`config.mk`:
```
export PLATFORM = sky130hd
export DESIGN_NAME = utf8_ascii_encoding_detector_unit_flat
export DESIGN_NICKNAME = d
export VERILOG_FILES = /design/src/hdl/u8det_pkg.sv /design/src/hdl/u8det_if.sv /design/src/hdl/u8det_scan.sv /design/src/hdl/utf8_ascii_encoding_detector_unit.sv /design/src/flat_wrapper.sv
export SDC_FILE = /design/constraint.sdc
export NUM_CORES = 1
export LEC_CHECK = 0
export BUFFER_PORTS_ARGS = -buffer_cell sky130_fd_sc_hd__buf_4
export CORE_MARGIN = 2
export CORE_UTILIZATION = 48
export DETAILED_ROUTE_END_ITERATION = 10
export PLACE_DENSITY_LB_ADDON = 0.05
export SKIP_CTS_REPAIR_TIMING = 1
export SYNTH_ARGS = -nofsm -noshare
export SYNTH_HDL_FRONTEND = slang
export SYNTH_SLANG_ARGS = --single-unit
```
`constraint.sdc`:
```
create_clock -name clock -period 2.2 [get_ports clock]
set_clock_uncertainty 0.1 [all_clocks]
set_input_delay 0.11 -clock clock [delete_from_list [all_inputs] [get_ports clock]]
set_output_delay 0.11 -clock clock [all_outputs]
set_load 0.01 [all_outputs]
```
`src/hdl/u8det_pkg.sv`:
```
// -----------------------------------------------------------------------------
// u8det_pkg
// Shared types, byte constants and class codes for the UTF-8 / ASCII
// encoding detector.
// -----------------------------------------------------------------------------
package u8det_pkg;

   typedef logic [1:0] class_type;

   localparam class_type CLASS_ASCII    = 2'd0;
   localparam class_type CLASS_UTF8     = 2'd1;
   localparam class_type CLASS_UTF8_BOM = 2'd2;
   localparam class_type CLASS_CODEPAGE = 2'd3;

   localparam logic [7:0] BOM_BYTE0     = 8'hEF;
   localparam logic [7:0] BOM_BYTE1     = 8'hBB;
   localparam logic [7:0] BOM_BYTE2     = 8'hBF;
   localparam logic [7:0] CONT_MASK     = 8'hC0;
   localparam logic [7:0] CONT_TAG      = 8'h80;
   localparam logic [7:0] LEAD2_LOW     = 8'hC0;
   localparam logic [7:0] LEAD3_LOW     = 8'hE0;
   localparam logic [7:0] LEAD4_LOW     = 8'hF0;
   localparam logic [7:0] LEAD2_PAYLOAD = 8'h1F;
   localparam logic [7:0] LEAD3_PAYLOAD = 8'h0F;

   localparam logic [1:0] BOM_LEN = 2'd3;

   // one request as it leaves the input register
   typedef struct packed {
      logic       take;
      logic [7:0] data_byte;
      logic       byte_valid;
      logic       last;
   } step_type;

   typedef struct packed {
      logic       scan_stopped;
      logic       ascii_only;
      logic       utf8_ok;
      logic [1:0] continuations_left;
      logic       pending_fault;
      logic [1:0] byte_position;
      logic       bom_match;
   } scan_state_type;

   localparam scan_state_type SCAN_RESET = '{
      scan_stopped:       1'b0,
      ascii_only:         1'b1,
      utf8_ok:            1'b1,
      continuations_left: 2'd0,
      pending_fault:      1'b0,
      byte_position:      2'd0,
      bom_match:          1'b1
   };

   function automatic logic [7:0] bom_byte(input logic [1:0] pos);
      logic [7:0] b;
      case (pos)
         2'd0: b = BOM_BYTE0;
         2'd1: b = BOM_BYTE1;
         2'd2: b = BOM_BYTE2;
         default: b = BOM_BYTE2;
      endcase
      return b;
   endfunction

endpackage

```
`src/hdl/u8det_if.sv`:
```
// -----------------------------------------------------------------------------
// u8det request and response channels
// Valid/ready channels carrying file bytes in and the encoding class out.
// -----------------------------------------------------------------------------
interface u8det_req_if;
   import u8det_pkg::*;

   logic       valid;
   logic       ready;
   logic [7:0] data_byte;
   logic       byte_valid;
   logic       last;

   modport source (output valid, output data_byte, output byte_valid, output last,
                   input ready);
   modport sink   (input valid, input data_byte, input byte_valid, input last,
                   output ready);
endinterface

interface u8det_rsp_if;
   import u8det_pkg::*;

   logic      valid;
   logic      ready;
   class_type encoding_class;

   modport source (output valid, output encoding_class, input ready);
   modport sink   (input valid, input encoding_class, output ready);
endinterface

```
`src/hdl/u8det_scan.sv`:
```
// -----------------------------------------------------------------------------
// u8det_scan
// Running scan state and per-byte update; gives the class of the file as it
// stands after the current request.
// -----------------------------------------------------------------------------
module u8det_scan (
   input  logic                  clock,
   input  logic                  reset,
   input  u8det_pkg::step_type   step,
   output u8det_pkg::class_type  encoding_class
);
   import u8det_pkg::*;

   scan_state_type st_ff;
   scan_state_type st_in;
   scan_state_type nx;
   logic [7:0]     b;
   logic           pend;

   always_comb begin
      nx   = st_ff;
      b    = step.data_byte;
      pend = st_ff.pending_fault | ((b & CONT_MASK) != CONT_TAG);
      if (step.byte_valid) begin
         if (st_ff.byte_position != BOM_LEN) begin
            if (b != bom_byte(st_ff.byte_position)) begin
               nx.bom_match = 1'b0;
            end
            nx.byte_position = st_ff.byte_position + 2'd1;
         end
         if (!st_ff.scan_stopped) begin
            if (st_ff.continuations_left != 2'd0) begin
               nx.pending_fault      = pend;
               nx.continuations_left = st_ff.continuations_left - 2'd1;
               // fault is committed on the final byte of the sequence
               if (st_ff.continuations_left == 2'd1 && pend) begin
                  nx.utf8_ok      = 1'b0;
                  nx.scan_stopped = 1'b1;
               end
            end else if (b == 8'd0 || (b >= CONT_TAG && b < LEAD2_LOW) || b >= LEAD4_LOW) begin
               nx.ascii_only   = 1'b0;
               nx.utf8_ok      = 1'b0;
               nx.scan_stopped = 1'b1;
            end else if (b >= LEAD2_LOW && b < LEAD3_LOW) begin
               nx.ascii_only         = 1'b0;
               nx.continuations_left = 2'd1;
               nx.pending_fault      = ((b & LEAD2_PAYLOAD) == 8'd0);
            end else if (b >= LEAD3_LOW) begin
               nx.ascii_only         = 1'b0;
               nx.continuations_left = 2'd2;
               nx.pending_fault      = ((b & LEAD3_PAYLOAD) == 8'd0);
            end
         end
      end

      if (nx.byte_position == BOM_LEN && nx.bom_match) begin
         encoding_class = CLASS_UTF8_BOM;
      end else if (nx.ascii_only) begin
         encoding_class = CLASS_ASCII;
      end else if (nx.utf8_ok) begin
         encoding_class = CLASS_UTF8;
      end else begin
         encoding_class = CLASS_CODEPAGE;
      end

      if (!step.take) begin
         st_in = st_ff;
      end else if (step.last) begin
         st_in = SCAN_RESET;
      end else begin
         st_in = nx;
      end
   end

   always_ff @(posedge clock) begin
      if (reset) begin
         st_ff <= SCAN_RESET;
      end else begin
         st_ff <= st_in;
      end
   end

endmodule

```
`src/hdl/utf8_ascii_encoding_detector_unit.sv`:
```
// -----------------------------------------------------------------------------
// utf8_ascii_encoding_detector_unit
// Classifies a byte stream as 7-bit ASCII, UTF-8, UTF-8 with BOM or codepage.
//
//   channel  dir  payload                           accepted when
//   req      in   data_byte, byte_valid, last       req.valid && req.ready
//   rsp      out  encoding_class (one per last)     rsp.valid && rsp.ready
//
// one byte per cycle sustained while no class waits untaken; a request goes
// through the input register and the scan update, and a last request shows
// its class on rsp from the output register, where it waits until taken.
// reset is synchronous and returns the scan to an empty file.
// requests that are not last never wait in the input register; a last request
// waits there only while a class is still untaken, and holds back req meanwhile.
// -----------------------------------------------------------------------------
module utf8_ascii_encoding_detector_unit (
   input  logic         clock,
   input  logic         reset,
   u8det_req_if.sink    req,
   u8det_rsp_if.source  rsp
);
   import u8det_pkg::*;

   logic       s1_valid_ff;
   logic       s1_valid_in;
   logic [7:0] s1_byte_ff;
   logic       s1_byte_valid_ff;
   logic       s1_last_ff;
   logic       s1_advance;
   logic       out_valid_ff;
   logic       out_valid_in;
   class_type  out_class_ff;
   class_type  scan_class;
   step_type   step;

   // only a last request needs the output register
   assign s1_advance = s1_valid_ff && (!s1_last_ff || !out_valid_ff || rsp.ready);
   assign req.ready  = !s1_valid_ff || s1_advance;

   assign step.take       = s1_advance;
   assign step.data_byte  = s1_byte_ff;
   assign step.byte_valid = s1_byte_valid_ff;
   assign step.last       = s1_last_ff;

   u8det_scan u_scan (
      .clock          (clock),
      .reset          (reset),
      .step           (step),
      .encoding_class (scan_class)
   );

   always_comb begin
      s1_valid_in  = req.valid || (s1_valid_ff && !s1_advance);
      out_valid_in = out_valid_ff && !rsp.ready;
      if (s1_advance && s1_last_ff) begin
         out_valid_in = 1'b1;
      end
   end

   always_ff @(posedge clock) begin
      if (reset) begin
         s1_valid_ff  <= 1'b0;
         out_valid_ff <= 1'b0;
      end else begin
         s1_valid_ff  <= s1_valid_in;
         out_valid_ff <= out_valid_in;
      end
   end

   always_ff @(posedge clock) begin
      if (req.valid && req.ready) begin
         s1_byte_ff       <= req.data_byte;
         s1_byte_valid_ff <= req.byte_valid;
         s1_last_ff       <= req.last;
      end
      if (s1_advance && s1_last_ff) begin
         out_class_ff <= scan_class;
      end
   end

   assign rsp.valid          = out_valid_ff;
   assign rsp.encoding_class = out_class_ff;

endmodule

```
`src/flat_wrapper.sv`:
```
// flat-port wrapper written by rule: the top's interface ports become plain ports
module utf8_ascii_encoding_detector_unit_flat import u8det_pkg::*;
  (clock, reset, req_valid, req_data_byte, req_byte_valid, req_last, req_ready, rsp_valid, rsp_encoding_class, rsp_ready);
  u8det_req_if req_i ();
  u8det_rsp_if rsp_i ();
  input  logic clock;
  input  logic reset;
  input wire logic [$bits(req_i.valid)-1:0] req_valid;
  input wire logic [$bits(req_i.data_byte)-1:0] req_data_byte;
  input wire logic [$bits(req_i.byte_valid)-1:0] req_byte_valid;
  input wire logic [$bits(req_i.last)-1:0] req_last;
  output wire logic [$bits(req_i.ready)-1:0] req_ready;
  output wire logic [$bits(rsp_i.valid)-1:0] rsp_valid;
  output wire logic [$bits(rsp_i.encoding_class)-1:0] rsp_encoding_class;
  input wire logic [$bits(rsp_i.ready)-1:0] rsp_ready;
  assign req_i.valid = req_valid;
  assign req_i.data_byte = req_data_byte;
  assign req_i.byte_valid = req_byte_valid;
  assign req_i.last = req_last;
  assign req_ready = req_i.ready;
  assign rsp_valid = rsp_i.valid;
  assign rsp_encoding_class = rsp_i.encoding_class;
  assign rsp_i.ready = rsp_ready;
  utf8_ascii_encoding_detector_unit u_core (.clock(clock), .reset(reset), .req(req_i), .rsp(rsp_i));
endmodule
```
==> results of run 1 <==
## through the flow
stage	setup slack, ns	cells	hold slack, ns	total power (W)	area [um^2]
floorplan	0.445	96	0.0791	0.000537	1060
global placement	0.371	138	0.188	0.000570	1200
detailed placement	0.291	138	0.189	0.000573	1200
CTS	0.261	142	-0.151	0.000770	1230
global route	0.103	154	0.0631	0.000818	1350
finish	0.269	154	0.0371	0.000780	1350
## layer usage
metal	share of wire, %	global-route usage [%]
met1	44	18.3
met2	52	31.8
met3	3.8	5.26
met4	0.67	4.05
met5	0	0
## final timing paths
kind | depth (start not counted) | end | from
setup / recovery | 5 | u_core.rsp.encoding_class[0] | u_core.s1_byte_ff[4]
hold / removal | 4 | u_core.rsp.valid | rsp_ready
setup reg to reg | 5 | u_core.rsp.encoding_class[0] | u_core.s1_byte_ff[4]
hold reg to reg | 1 | u_core.u_scan.st_ff[6] | u_core.u_scan.st_ff[6]
## cell families after synthesis
| logic type | after synthesis | synth area share, % |
|---|---|---|
| and+or+nand+nor | 31 | 15.4 |
| AOI/OAI and AO/OA | 35 | 25.8 |
| buffers and inverters | 7 | 3.79 |
| DFF | 23 | 55.0 |
## power groups by stage
stage,logic (W),registers [W],clock network (W)
after global routing,0.000105,0.000488,0.000225
after CTS,0.0000781,0.000486,0.000206
final,0.0000951,0.000486,0.000199
after floorplan,0.0000461,0.000491,0
after detailed placement,0.0000780,0.000495,0
after global placement,0.0000755,0.000495,0
## layout make-up
| type | instances | share of cell area (%) |
|---|---|---|
| Sequential cell | 23 | 42.9 |
| Multi-Input combinational cell | 66 | 32.2 |
| Timing Repair Buffer | 31 | 19.4 |
| Tap cell | 27 | 2.50 |
| Clock buffer | 3 | 1.66 |
| Inverter | 3 | 0.832 |
| Clock inverter | 1 | 0.555 |
## state kept, by name (all words and copies together) (netlist names)
name,count
u_core.s1_byte_ff,8
u_core.rsp.valid,1
u_core.s1_valid_ff,1
u_core.s1_byte_valid_ff,1
u_core.s1_last_ff,1
u_core.u_scan.st_ff,9
u_core.rsp.encoding_class,2
## cells in the final DEF (no fill, tap or decap), drive strengths merged, types with 2 or more instances in the layout
master	n
a21o	2
nand2	8
inv	3
o211ai	2
o31ai	3
dlygate4sd3	12
nor2	5
dfxtp	11
a21bo	2
clkbuf	3
buf	19
o41ai	3
and2	3
nor3	2
a31oi	2
o21ai	2
nor2b	5
a21oi	8
nand3	3
a22o	2
edfxtp	12
## critical path: cells and delay by family (launching register included)
| kind | cells | cell delay, ns |
|---|---|---|
| AND/OR/NAND/NOR | 1 | 0.18 |
| flip-flops | 1 | 0.49 |
| AO/OA/AOI/OAI | 4 | 0.93 |
==> metrics.txt, run 1 <==
post-route clock period utilization 87.8%; Sw Share 24.0%; Final Max Tran Viols 0; fraction of layout cells with a size suffix above 1 22.8%; Post-synth EDFFs 12; Seq pwr share 62.3%; largest net degree at the start of global routing 15; WS Path Type register to register; Pleak 0.527 nW; Req. time, crit path 2.18 ns; Core Region 2020 um^2; Yosys top cell by area edfxtp_1; clk root buf clkbuf_4; Synth top cells by count 12 x edfxtp_1, 11 x dfxtp_1, 8 x a21oi_1, 8 x nand2_1; top-area cell type share of the netlist area 34.1%; Max Clock Freq 518 MHz; top_reg_cell synth edfxtp_1; cells along the critical path o31ai_1 > o31ai_1 > o41ai_2 > o211ai_1 > and2_1; # DRC 0; Final nets 142; Die W 50.9 um; Syn Inst Count 96; Avg Cell Area, Syn 11.0 um^2; synthesis-stage register bit count 23; Synth Cell Area 1060 um^2; IO buf count 17; internal power 0.000593 W; final setup fails 0; height of the chip 50.9 um; area of the multi-input gates 435 um^2; Top Ports 18; Yosys cell types 37; Crit path top cell by count o31ai_1; drt wl/cell 13.5 um; Slowest Stage Delay on Critical Path 0.49 ns; Finished Core Util 67.0%; top post-synthesis cells by area edfxtp_1 34%, dfxtp_1 21%, a21oi_1 3.8%; Layout fillers 158; post-route ant nets 0; vias in the first global route 767; routed wire length 2.08 mm; Setup TNS Final 0 ns; clock sink count 23; register area share after synthesis 55.0%; GR Overflow Total 0; storage element area 581 um^2; GRT Util Overall 17.0%; Async SR Flop Fraction 0%; area delta synth->final 28.2%; RSZ-0062 raised after global routing false; Worst Path Max Fanout 6; status complete, no violations; initial DRC count 7; effective utilization at floorplan 52.2%; CTS tree yes; maxcap violations 0; Max transition margin 65.0%; die footprint 2590 um^2; Pwr Density 576 nW/um^2; Post-Syn Nets 110; clock-pin slew on the worst setup and hold paths 0.13 ns; DR vias 853; Routability Congestion 0.780; antenna diode count 0; initial antenna violation count 0; switching power 0.000187 W; r2r setup slk 0.27 ns; Final Hold Viols 0; Yosys warnings 0; VDD IR max 0.000464 V; Slowest cell on crit path edfxtp_1; Clk pwr share 25.5%; H-tree levels 1; Slew @ Worst Pin 0.524 ns; CTS Buf Count 3; Vias per Instance 5.54; first-pass GRT wire length 3.23 mm; Comb power frac 12.2%; Tightest Hold Check Type input pin to register; most numerous cell in the Yosys netlist edfxtp_1; CP arrival 1.91 ns; Startpoint Class register; worst-skew pair later-pin latency 0.31 ns; crit path capture type register; first-pass detailed-route iteration total 4; clk buf depth 2; fin crit period 1.93 ns; row count 16; HPWL Detailed 1.44 mm
(Power assumes the default switching activity.)
==> run 2: changes to the inputs <==
Settings changed: PLACE_DENSITY set to 0.7, PLACE_DENSITY_LB_ADDON 0.05 to not set.
==> metrics.txt, run 2 (synthesis results as in run 1) <==
status complete, no violations; initial antenna violation count 0; met2 usage 29.2%; DR vias 859; largest net degree at the start of global routing 13; Final Hold Viols 0; storage element area 581 um^2; clk buf depth 2; hold path cells 4; initial DRC count 12; GR Util met1 20.8%; final setup fails 0; Slowest cell on crit path edfxtp_1; vias in the first global route 781; crit path capture type register; Sw Share 23.2%; Worst Path Max Fanout 6; clock sink count 23; RSZ-0062 raised after global routing false; Largest register FFs 9; Final Max Tran Viols 0; worst-skew pair later-pin latency 0.31 ns; clock-pin slew on the worst setup and hold paths 0.12 ns; VDD IR max 0.000414 V; GR Overflow Total 0; most frequent cells in the layout 19 x buf_4, 12 x dlygate4sd3_1, 12 x edfxtp_1, 11 x dfxtp_1; CP arrival 1.93 ns; most common cell after layout, fill and taps aside buf_4; WS Path Type register to register; first-pass GRT wire length 3.28 mm; effective utilization at floorplan 52.2%; Worst Reg-to-Reg Cells 5; internal power 0.000594 W; post-route ant nets 0; Core Region 2020 um^2; die footprint 2590 um^2; drt wl/cell 13.7 um; IO buf count 17; Crit path top cell by count o31ai_1; antenna diode count 0; CTS Buf Count 3; row count 16; Startpoint Class register; first-pass detailed-route iteration total 4; Biggest register u_core.u_scan.st_ff; fraction of layout cells with a size suffix above 1 22.0%; Setup TNS Final 0 ns; H-tree levels 1; clk root buf clkbuf_4; CTS tree yes; HPWL Detailed 1.43 mm; Seq pwr share 63.0%; area delta synth->final 27.8%; Routability Congestion 0.774; Max transition margin 76.1%; Req. time, crit path 2.18 ns; GR peak layer met2; Tightest Hold Check Type input pin to register; Slew @ Worst Pin 0.356 ns; area of the multi-input gates 435 um^2; Vias per Instance 5.58; Pleak 0.528 nW; maxcap violations 0; routed wire length 2.10 mm; cells along the critical path o31ai_1 > o31ai_1 > o41ai_2 > o211ai_1 > and2_1; M3 GR Usage 3.51%; height of the chip 50.9 um; GRT Util Overall 16.9%; # DRC 0; Die W 50.9 um; fin crit period 1.95 ns; Comb power frac 12.0%; Pwr Density 573 nW/um^2; Final nets 142; Layout fillers 167; Max Clock Freq 513 MHz; Clk pwr share 25.0%; Min Hold Slack 0.0766 ns; Slowest Stage Delay on Critical Path 0.48 ns; post-route clock period utilization 88.5%; Top Ports 18; switching power 0.000179 W
## run 2: changes by cell type in the layout (fill, tap and decap cells not counted), sizes merged
cell	delta
clkinvlp	-1
clkbuf	+1
## run 2: through the flow
step | instance area [um^2] | total power [W] | std cells | utilization, % | setup WS [ns]
final | 1350 | 0.000774 | 154 | 66.8 | 0.252
after global routing | 1350 | 0.000815 | 154 | 66.8 | 0.144
after CTS | 1230 | 0.000762 | 142 | 60.8 | 0.225
after detailed placement | 1200 | 0.000572 | 138 | 59.5 | 0.294
after global placement | 1200 | 0.000570 | 138 | 59.5 | 0.370
after floorplan | 1060 | 0.000537 | 96 | - | 0.445
## run 2: layout make-up
class                   instances  share of cell area [%]
repair buffers                 31                    19.5
flip-flops and latches         23                    43.0
inverters                       3                   0.834
clock buffers                   4                    1.95
multi-input cells              66                    32.3
well taps                      27                    2.50
## run 2: path summary, 6_finish.rpt
kind | startpoint | slack, ns | endpoint
worst min register to register | u_core.u_scan.st_ff[6] | 0.39 | u_core.u_scan.st_ff[6]
worst max register to register | u_core.s1_byte_ff[4] | 0.25 | u_core.rsp.encoding_class[0]
worst min-delay path | rsp_ready | 0.08 | u_core.rsp.valid
worst max-delay path | u_core.s1_byte_ff[4] | 0.25 | u_core.rsp.encoding_class[0]
## run 2: power groups by stage
stage | clock network [W] | logic, W | registers [W]
floorplan | 0 | 0.0000461 | 0.000491
detailed placement | 0 | 0.0000756 | 0.000497
global route | 0.000222 | 0.000102 | 0.000491
global placement | 0 | 0.0000743 | 0.000496
CTS | 0.000198 | 0.0000760 | 0.000487
finish | 0.000193 | 0.0000925 | 0.000488
## run 2: worst max-delay path, delay by kind of cell (launching register included)
kind	cells	cell delay [ns]
DFF	1	0.48
and+or+nand+nor	1	0.19
AOI/OAI and AO/OA	4	0.95
## run 2: layer usage
| metal | vias up | wire length (um) | part of all wire, % |
|---|---|---|---|
| li1 | 431 | - | - |
| met1 | 409 | 959 | 46 |
| met2 | 15 | 1060 | 51 |
| met3 | 4 | 57 | 2.7 |
| met4 | 0 | 23 | 1.1 |
| met5 | - | 0 | 0 |
